File: config.mk
export PLATFORM = sky130hd
export DESIGN_NAME = lftt_front
export DESIGN_NICKNAME = d
export VERILOG_FILES = /design/src/hw/rtl/lftt_pkg.sv /design/src/hw/rtl/lftt_front.sv
export SDC_FILE = /design/constraint.sdc
export NUM_CORES = 1
export LEC_CHECK = 0
export ABC_CLOCK_PERIOD_IN_PS = 10890
export BUFFER_PORTS_ARGS = -buffer_cell sky130_fd_sc_hd__clkbuf_2
export CORE_AREA = 2 2 240 148
export DETAILED_ROUTE_END_ITERATION = 12
export DIE_AREA = 0 0 242 150
export MAX_ROUTING_LAYER = met4
export PLACE_DENSITY_LB_ADDON = 0.12
export SETUP_SLACK_MARGIN = 0.05
export SKIP_LAST_GASP = 1
export SLEW_MARGIN = 20
export SYNTH_ARGS = -nofsm -noshare
export SYNTH_HDL_FRONTEND = slang
export SYNTH_SLANG_ARGS = --single-unit
File: constraint.sdc
create_clock -name clk -period 10.89 [get_ports clk]
set_clock_uncertainty 0.2 [all_clocks]
set_input_delay 1.089 -clock clk [delete_from_list [all_inputs] [get_ports clk]]
set_output_delay 1.089 -clock clk [all_outputs]
set_load 0.05 [all_outputs]
File: src/hw/rtl/lftt_pkg.sv
// ----------------------------------------------------------------------------
// lftt_pkg
// shared types and codes for the lru fetch tracking tag table
// ----------------------------------------------------------------------------
package lftt_pkg;

  localparam int unsigned SLOTS_DEF      = 64;
  localparam int unsigned FREE_DEPTH_DEF = 16;

  localparam logic [15:0] FETCH_TIMEOUT_RST = 16'd600;
  localparam logic [15:0] FAIL_RETRY_RST    = 16'd1800;
  localparam logic [15:0] QUEUE_RETRY_RST   = 16'd60;

  // register indexes
  localparam logic [1:0] REG_FETCH_TIMEOUT = 2'd0;
  localparam logic [1:0] REG_FAIL_RETRY    = 2'd1;
  localparam logic [1:0] REG_QUEUE_RETRY   = 2'd2;

  // operation codes
  localparam logic [2:0] F_TICK    = 3'd0;
  localparam logic [2:0] F_REQUEST = 3'd1;
  localparam logic [2:0] F_PROBE   = 3'd2;
  localparam logic [2:0] F_FAIL    = 3'd3;
  localparam logic [2:0] F_FILL    = 3'd4;
  localparam logic [2:0] F_DRAIN   = 3'd5;
  localparam logic [2:0] F_CLAIM   = 3'd6;

  // slot states
  localparam logic [1:0] ST_EMPTY    = 2'd0;
  localparam logic [1:0] ST_FETCHING = 2'd1;
  localparam logic [1:0] ST_READY    = 2'd2;
  localparam logic [1:0] ST_FAILED   = 2'd3;

  // result codes
  localparam logic [3:0] R_HIT      = 4'd0;
  localparam logic [3:0] R_INFLIGHT = 4'd1;
  localparam logic [3:0] R_NEGATIVE = 4'd2;
  localparam logic [3:0] R_MISS     = 4'd3;
  localparam logic [3:0] R_NOSLOT   = 4'd4;
  localparam logic [3:0] R_COLD     = 4'd5;
  localparam logic [3:0] R_DONE     = 4'd6;
  localparam logic [3:0] R_RELEASE  = 4'd7;
  localparam logic [3:0] R_DEFERRED = 4'd8;

  // command class decided by the front end
  typedef enum logic [2:0] {
    CL_SIMPLE = 3'b001,
    CL_SCAN   = 3'b010,
    CL_DRAIN  = 3'b100
  } cls_t;

  typedef struct packed {
    cls_t        cls;
    logic [2:0]  func;
    logic [63:0] item_key;
    logic [1:0]  variant;
    logic        retry_select;
    logic [31:0] fill_handle;
  } cmd_t;

  typedef struct packed {
    logic [63:0] key;
    logic [1:0]  variant;
    logic [1:0]  state;
    logic [31:0] handle;
    logic [31:0] deadline;
    logic [31:0] used_at;
  } entry_t;

endpackage

File: src/hw/rtl/lftt_front.sv
// ----------------------------------------------------------------------------
// lftt_front
// accepts commands, classifies them and holds them in a two-entry queue
// ----------------------------------------------------------------------------
module lftt_front (
  input  logic                 clk,
  input  logic                 rst,
  input  logic                 start,
  output logic                 busy,
  input  logic [2:0]           func,
  input  logic [63:0]          item_key,
  input  logic [1:0]           variant,
  input  logic                 retry_select,
  input  logic [31:0]          fill_handle,
  output logic                 q_valid,
  output lftt_pkg::cmd_t       q_cmd,
  input  logic                 q_pop
);

  lftt_pkg::cmd_t q [2];
  logic           wr_ptr;
  logic           rd_ptr;
  logic [1:0]     count;
  logic           push;
  lftt_pkg::cls_t cls;

  always_comb begin
    case (func)
      lftt_pkg::F_REQUEST, lftt_pkg::F_PROBE, lftt_pkg::F_FAIL,
      lftt_pkg::F_FILL, lftt_pkg::F_CLAIM: cls = lftt_pkg::CL_SCAN;
      lftt_pkg::F_DRAIN: cls = lftt_pkg::CL_DRAIN;
      default: cls = lftt_pkg::CL_SIMPLE;
    endcase
  end

  assign busy    = (count == 2'd2);
  assign push    = start && !busy;
  assign q_valid = (count != 2'd0);
  assign q_cmd   = q[rd_ptr];

  always_ff @(posedge clk) begin
    if (push) begin
      q[wr_ptr] <= '{cls: cls, func: func, item_key: item_key, variant: variant,
                     retry_select: retry_select, fill_handle: fill_handle};
    end
  end

  always_ff @(posedge clk) begin
    if (rst) begin
      wr_ptr <= 1'b0;
      rd_ptr <= 1'b0;
      count  <= 2'd0;
    end else begin
      if (push) wr_ptr <= ~wr_ptr;
      if (q_pop) rd_ptr <= ~rd_ptr;
      count <= count + 2'(push) - 2'(q_pop);
    end
  end

endmodule

# Word-level counts from Yosys, hierarchy flattened
# Memory sizes are Yosys's and may differ from the RTL's. A register that Yosys moved wholly into a read port is not among the register bits.
# Index checks and enable logic that the tools add are counted.
# classes
n_addsub	2
n_eq_ne	7
muxes	5
bitwise	2
reduce_logical	4
# ops
op	count
$eq A3 B3 Y1 const B	3
$eq A3 B2 Y1 const B	2
$pmux W3 S2	1
$reduce_or A5 Y1	1
$mux W1	4
$eq A3 B1 Y1 const B	1
$add A2 B1 Y2	1
$eq A2 B2 Y1 const B	1
$not A1 Y1	2
$reduce_bool A2 Y1	1
$sub A2 B1 Y2	1
$logic_and A1 B1 Y1	1
$logic_not A1 Y1	1
# word_totals
regBits	4
mem_bits_rw	210
input_bits	106
output_inout_bits	107
elab_cells	24
n_memories	1
# memory_table
name	words	width	rd	rd_clocked_by_memory_dff	wr	line	source
q	2	105	1	1	1	lftt_front.sv:20	lftt_pkg::cmd_t q [2];

# Logic depth before layout (Yosys ltp)
# Gate-level depths: netlist of run 1.
# logic_depth
ltp_word	5
ltp_mapped	8
depth_no_buf	8

# Worst setup path before layout of run 1
# Ideal clock, no wire load.
# synth_path
path_kind	input port to flip-flop
from	input port start
to	memory q[1][0] (netlist bit), enable pin
setup_time_ns	0.476
t_arrival_ns	3.567
t_required_ns	10.214
setup_slack_ns	6.646
cell_stages	1
path_buffers	0
cell_sequence	and3_1
# synth_between
elab_chain_cells	3
# synth_lines
item	line	source
start: declaration	lftt_front.sv:8	input logic start,
$logic_and A1 B1 Y1	lftt_front.sv:37	assign push = start && !busy;
$mux W1	lftt_front.sv:42	if (push) begin
$mux W1 (implied by the code)	lftt_front.sv:43	q[wr_ptr] <= '{cls: cls, func: func, item_key: item_key, variant: variant,
end: declaration	lftt_front.sv:20	
# No other way between the ends.

==> flow_metrics.env, run 1 <==
export IMPL_rrSetupSlack_ns=8.00
export IMPL_netlist_area_um2=8080
export IMPL_proportion_of_synthesized_chip_area_in_sequential_cells_pct=79.3
export IMPL_post_synth_edffs=210
export IMPL_drt_initial_drc_count=190
export IMPL_ys_async_sr_fraction_pct=0
export IMPL_cts_reportedPaths_clkPinSlew_ns=0.06
export IMPL_wire_length_of_the_first_global_routing_pass_um=25500
export IMPL_globalplace_congestion=0.661
export IMPL_drv_slew=0
export IMPL_die_area_um2=36300
export IMPL_areaGrowthSynthToFinish_pct=28.6
export IMPL_worstPathRequired_ns=9.60
export IMPL_insertion_delay_ns=0.50
export IMPL_routed_wire_length_per_instance_um=16.2
export IMPL_timing_max_slew_rel_slack_pct=44.8
export IMPL_layout_min_cycle_time_ns=3.82
export IMPL_routed_wl_um=17300
export IMPL_root_buffer="sky130_fd_sc_hd__clkbuf_16"
export IMPL_hold_depth=2
export IMPL_worst_hold_path_endpoint="wr_ptr$_SDFFE_PP0P_"
export IMPL_ys_seq_elements=215
export IMPL_finish_instance_area_um2=10400
export IMPL_synth_avg_cell_area_um2=22.5
export IMPL_tritoncts="done"
export IMPL_pin_count_of_the_biggest_net_entering_global_routing=66
export IMPL_critical_path_slowest_cell="sky130_fd_sc_hd__buf_4"
export IMPL_period_utilization_pct=35.1
export IMPL_tritoncts_num_sinks=215
export IMPL_final_common_cell="sky130_fd_sc_hd__clkbuf_2"
export IMPL_cts_hold_buf=0
export IMPL_synthesis_nets=467
export IMPL_worstPathArrival_ns=2.53
export IMPL_drtPass1Iterations=4
export IMPL_synth_top_area_share_pct=78.0
export IMPL_max_clock_path_buffers=3
export IMPL_worst_r2r_cell_count=5
export IMPL_stdcell_count=1071
export IMPL_ctsHtreeMaxLevel=1
export IMPL_cp_cell_sequence="buf_4 -> mux2_2 -> clkbuf_2"
export IMPL_cts_resized=0
export IMPL_insertedDiodeCount=0
export IMPL_synth_largest_area_cell="sky130_fd_sc_hd__edfxtp_1"
export IMPL_yosys_warnings=0
export IMPL_setup_violations_final=0
export IMPL_cellPowerDensity_nw_per_um2=219
export IMPL_critical_path_top_delay_family="buffers and inverters"
export IMPL_synth_cell_type_count=24
export IMPL_cts_post_setup_buffers_inserted=0
export IMPL_antenna_found_initial=0
export IMPL_grt_overflow=0
export IMPL_dp_hpwl_um=11200
export IMPL_numPortBuffers=212
export IMPL_drc=0
export IMPL_count_of_pins_on_the_block_boundary=213
export IMPL_finalSetupTns_ns=0
export IMPL_grt_setup_unrepaired="false"
export IMPL_timing_worst_slew_pin_value_ns=0.828
export IMPL_postSynth_topFlopCell="sky130_fd_sc_hd__edfxtp_1"
export IMPL_grtUsageTotal_pct=9.53
export IMPL_detailroute_via_count=4040
export IMPL_ys_top_cells_by_area="sky130_fd_sc_hd__edfxtp_1 (78%), sky130_fd_sc_hd__mux2_4 (9.3%), sky130_fd_sc_hd__mux2_2 (7.7%)"
export IMPL_max_freq_mhz=262
export IMPL_pre_cts_ws_ns=7.01
export IMPL_timing_rr_start="count[0]$_SDFF_PP0_"
export IMPL_status="complete, no violations"
export IMPL_final_critical_path_setup_slack_ns=7.07
export IMPL_detail_route_antenna_nets=0
export IMPL_cts_buffers_inserted=23
export IMPL_most_used_cells_in_the_layout_excluding_fill_and_tap_cells="sky130_fd_sc_hd__clkbuf_2 (212), sky130_fd_sc_hd__edfxtp_1 (210), sky130_fd_sc_hd__mux2_2 (55)"
export IMPL_largest_stage_delay_on_the_critical_path_ns=0.66
export IMPL_placed_cells_incl_taps=1029
export IMPL_die_w_um=242
export IMPL_path_max_fanout=41
export IMPL_min_path_type="register to register"
export IMPL_initial_utilization_pct=23.6
export IMPL_number_of_global_route_vias_before_repair=4379
export IMPL_startpoint_types="register"
export IMPL_path_type_of_the_worst_setup_path="register to output pin"
export IMPL_route_detailed_vias_per_inst=3.77
export IMPL_placement_rows=53
export IMPL_critPathCaptureType="output pin"
export IMPL_total_leakage_power_nw=3.95
export IMPL_worst_supply_voltage_drop_on_vdd_uv=91.3
export IMPL_netlist_instances=359
export IMPL_layout_drive_gt1_share_pct=58.9
export IMPL_placedInstanceArea_um2=9610
export IMPL_layout_nets=696
export IMPL_coreArea_um2=34200
export IMPL_die_height_um=150
export IMPL_worstSetupPathDepth=3
export IMPL_timing_max_cap_violations=0
export IMPL_crit_reg2reg_capture="q[0][67]$_DFFE_PP_"
export IMPL_timing_hold_violations_final=0
export IMPL_critical_path_n_buffers_inverters=2
export IMPL_hp_start="wr_ptr$_SDFFE_PP0P_"
## metal layers
metal  vias to the layer above  track usage (%)  wire, um
met5                         -                -         0
met1                      2022             12.3      8080
met3                        28             2.94       937
met4                         0             2.65       440
met2                       110             14.5      7880
li1                       1880                -         -
## power breakdown
group	total, mW	switching, mW	leakage (nW)	internal, mW
Clock	0.791	0.312	0.370	0.479
Sequential	1.02	0.0217	2.00	1.00
Combinational	0.458	0.330	1.58	0.128
## flip-flops by register name (all words and copies together) (netlist names), named ones only
register,cells
rd_ptr,1
wr_ptr,1
count,2
q,210
## tightest hold or removal path, stage by stage (launching register included)
cell and delay, ns:
sky130_fd_sc_hd__dfxtp_1 0.32, sky130_fd_sc_hd__o21ai_0 0.07, sky130_fd_sc_hd__a21oi_1 0.06
## cells by family (layout without fill, tap and decap cells)
family	Yosys count	count (layout)	synth area share (%)
AND/OR/NAND/NOR	16	16	1.01
XOR/XNOR	2	2	0.217
flip-flops	215	215	79.3
multiplexers	105	105	17.0
adder cells (fa/ha/maj)	2	2	0.310
buffers and inverters	16	261	2.06
AO/OA/AOI/OAI	3	3	0.186
## Yosys cell counts, types with 2 or more instances
library cell	instances
sky130_fd_sc_hd__edfxtp_1	210
sky130_fd_sc_hd__mux2_2	55
sky130_fd_sc_hd__mux2_4	50
sky130_fd_sc_hd__buf_12	5
sky130_fd_sc_hd__buf_2	5
sky130_fd_sc_hd__dfxtp_1	5
sky130_fd_sc_hd__inv_1	4
sky130_fd_sc_hd__nor2_1	4
sky130_fd_sc_hd__a21oi_1	2
sky130_fd_sc_hd__ha_1	2
sky130_fd_sc_hd__nand2_1	2
sky130_fd_sc_hd__nand2b_1	2
sky130_fd_sc_hd__nor3_1	2
## final cells by class
cell class | count | area [um2]
fillers | 3436 | 23800
flip-flops and latches | 215 | 6410
multi-input cells | 128 | 1510
repair buffers | 216 | 1110
clock buffers | 26 | 587
well taps | 467 | 584
clock inverters | 15 | 166
inverters | 4 | 17.5
## how the worst max path moves through the flow
stage,to,from,slack (ns)
global placement,q_cmd[1],register,7.06
CTS,q_cmd[1],register,6.43
global route,q_cmd[1],register,6.91
finish,q_cmd[1],register,7.07
floorplan,q[1][0]$_DFFE_PP_,start,6.65
detailed placement,q_cmd[1],register,7.01
## metrics by stage
stage	hold WS, ns	utilization [%]	power [mW]
after global routing	0.329	30.4	2.37
after floorplan	0.252	-	1.40
after global placement	0.277	28.1	1.50
final	0.296	30.4	2.27
after detailed placement	0.293	28.1	1.51
after CTS	0.302	30.3	2.32
Power figures use the tool's default switching activity.
==> run 2: changes to the inputs <==
--- a/config.mk
+++ b/config.mk
@@ -5,7 +5,7 @@
 export SDC_FILE = /design/constraint.sdc
 export NUM_CORES = 1
 export LEC_CHECK = 0
-export ABC_CLOCK_PERIOD_IN_PS = 10890
+export ABC_CLOCK_PERIOD_IN_PS = 3350
 export BUFFER_PORTS_ARGS = -buffer_cell sky130_fd_sc_hd__clkbuf_2
 export CORE_AREA = 2 2 240 148
 export DETAILED_ROUTE_END_ITERATION = 12
==> constraint.sdc (replaced) <==
create_clock -name clk -period 3.35 [get_ports clk]
set_clock_uncertainty 0.2 [all_clocks]
set_input_delay 0.335 -clock clk [delete_from_list [all_inputs] [get_ports clk]]
set_output_delay 0.335 -clock clk [all_outputs]
set_load 0.05 [all_outputs]
==> run 2 against run 1 <==
Against the previous run:
- register-to-register slack worse by 6.9 ns
- design area grew 9.6%
- flip-flop and latch count is the same
- core utilization increased by 2.9 points
- setup slack lost 6.3 ns
- first-iteration DRC count is 22% lower
- via count up 9.8%
- global-route usage up 0.52 points
- worst hold slack worse by 0.25 ns
- die area is the same
==> flow_metrics.env, run 2 (same netlist as run 1, synthesis figures left out) <==
export IMPL_status="complete, no violations"
export IMPL_final_critical_path_setup_slack_ns=0.746
export IMPL_max_freq_mhz=384
export IMPL_critPathCaptureType="output pin"
export IMPL_period_utilization_pct=77.7
export IMPL_critical_path_n_buffers_inverters=2
export IMPL_grt_overflow=0
export IMPL_worstSetupPathDepth=3
export IMPL_finish_instance_area_um2=11400
export IMPL_number_of_global_route_vias_before_repair=4851
export IMPL_route_detailed_vias_per_inst=3.77
export IMPL_drt_initial_drc_count=149
export IMPL_final_hold_worst_slack_ns=0.0471
export IMPL_worstPathRequired_ns=2.81
export IMPL_max_flop_register="q"
export IMPL_rrSetupSlack_ns=1.13
export IMPL_drtPass1Iterations=4
export IMPL_pre_cts_ws_ns=1.11
export IMPL_total_leakage_power_nw=4.35
export IMPL_worst_supply_voltage_drop_on_vdd_uv=390
export IMPL_wire_length_of_the_first_global_routing_pass_um=27200
export IMPL_hp_start="start"
export IMPL_final_common_cell="sky130_fd_sc_hd__clkbuf_2"
export IMPL_drc=0
export IMPL_largestRegisters="q (210), count (2)"
export IMPL_timing_critical_path_to="q_cmd[24]"
export IMPL_placedInstanceArea_um2=9680
export IMPL_tritoncts="done"
export IMPL_count_of_pins_on_the_block_boundary=213
export IMPL_pin_count_of_the_biggest_net_entering_global_routing=64
export IMPL_cp_cell_sequence="buf_12 -> mux2_2 -> clkbuf_2"
export IMPL_layout_min_cycle_time_ns=2.60
export IMPL_timing_rr_start="count[0]$_SDFF_PP0_"
export IMPL_detailroute_via_count=4435
export IMPL_routed_wl_um=17900
export IMPL_numPortBuffers=212
export IMPL_finalSetupTns_ns=0
export IMPL_crit_reg2reg_capture="q[0][54]$_DFFE_PP_"
export IMPL_timing_max_slew_rel_slack_pct=54.6
export IMPL_timing_hold_violations_final=0
export IMPL_share_comb_of_total_power_pct=22.4
export IMPL_fill_cells=3389
export IMPL_insertedDiodeCount=0
export IMPL_coreArea_um2=34200
export IMPL_layout_drive_gt1_share_pct=50.0
export IMPL_dp_hpwl_um=11400
export IMPL_die_area_um2=36300
export IMPL_areaGrowthSynthToFinish_pct=41.0
export IMPL_startpoint_types="register"
export IMPL_die_height_um=150
export IMPL_routed_wire_length_per_instance_um=15.2
export IMPL_power_report_internal_total_mw=5.08
export IMPL_most_used_cells_in_the_layout_excluding_fill_and_tap_cells="sky130_fd_sc_hd__clkbuf_2 (212), sky130_fd_sc_hd__edfxtp_1 (210), sky130_fd_sc_hd__dlygate4sd3_1 (104)"
export IMPL_placement_rows=53
export IMPL_timing_max_cap_violations=0
export IMPL_critical_path_slowest_cell="sky130_fd_sc_hd__dfxtp_4"
export IMPL_worstPathArrival_ns=2.07
export IMPL_power_switching_share_pct=29.9
export IMPL_path_type_of_the_worst_setup_path="register to output pin"
export IMPL_largest_register_ff_count=210
export IMPL_ctsHtreeMaxLevel=1
export IMPL_detail_route_antenna_nets=0
export IMPL_multi_input_area_um2=1510
export IMPL_clock_power_share_pct=31.8
export IMPL_insertion_delay_ns=0.51
export IMPL_critical_path_top_delay_family="buffers and inverters"
export IMPL_p_seq_share_pct=45.8
export IMPL_largest_stage_delay_on_the_critical_path_ns=0.45
export IMPL_globalplace_congestion=0.682
export IMPL_stdcell_count=1177
export IMPL_max_clock_path_buffers=3
export IMPL_placed_cells_incl_taps=1032
export IMPL_layout_nets=802
export IMPL_initial_utilization_pct=23.6
export IMPL_grtUsageTotal_pct=10.0
export IMPL_min_path_type="input pin to register"
export IMPL_antenna_found_initial=0
export IMPL_final_seq_area_um2=6410
export IMPL_cts_buffers_inserted=23
export IMPL_worst_r2r_cell_count=5
export IMPL_p_sw_mw=2.16
export IMPL_cts_reportedPaths_clkPinSlew_ns=0.06
export IMPL_path_max_fanout=63
export IMPL_root_buffer="sky130_fd_sc_hd__clkbuf_16"
export IMPL_grt_setup_unrepaired="false"
export IMPL_tritoncts_num_sinks=215
export IMPL_drv_slew=0
export IMPL_setup_violations_final=0
export IMPL_cellPowerDensity_nw_per_um2=635
export IMPL_die_w_um=242
export IMPL_timing_worst_slew_pin_value_ns=0.681
## run 2: layout make-up
class	instances	share of cell area [%]
well taps	467	5.13
repair buffers	322	19.3
inverters	4	0.165
clock buffers	36	5.66
flip-flops and latches	215	56.3
multi-input cells	128	13.3
clock inverters	5	0.198
## run 2: layer usage
layer,vias up,share of wire (%),GRT usage (%)
met1,2193,47,13.0
met2,125,44,15.3
met3,32,5.9,3.10
met5,-,0,-
li1,2085,-,-
met4,0,2.5,2.62
## run 2: worst reg2reg max path, delay by kind of cell, from the launching register on
family,cells,cell delay [ns]
buffers and inverters,3,0.73
flip-flops,1,0.34
AND/OR/NAND/NOR,2,0.53
## run 2: per-stage QoR
stage                     power (mW)  util [%]
after global placement          4.91      28.3
after detailed placement        4.93      28.3
after CTS                       7.39      33.3
final                           7.24      33.3
after global routing            7.57      33.3
after floorplan                 4.55         -
## run 2: what timing repair did
item | CTS | global route
resized for setup | 0 | 0
buffers inserted | 0 | 0
hold buffers | 104 | 0
hold endpoints to repair | 211 | 0
## run 2: power by group through the flow
stage | registers, mW | logic (mW) | clock network, mW
after global placement | 3.36 | 1.55 | 0
after CTS | 3.32 | 1.66 | 2.42
final | 3.31 | 1.62 | 2.30
after detailed placement | 3.37 | 1.56 | 0
after global routing | 3.34 | 1.72 | 2.52
after floorplan | 3.36 | 1.19 | 0
## run 2: worst min-delay path by stage
stage / to / cells after the start / slack (ns)
final: wr_ptr$_SDFFE_PP0P_ / 4 / 0.05
after global routing: wr_ptr$_SDFFE_PP0P_ / 4 / 0.03
after CTS: wr_ptr$_SDFFE_PP0P_ / 4 / 0.005
after detailed placement: wr_ptr$_SDFFE_PP0P_ / 2 / 0.29
after global placement: wr_ptr$_SDFFE_PP0P_ / 2 / 0.29
after floorplan: wr_ptr$_SDFFE_PP0P_ / 1 / 0.20
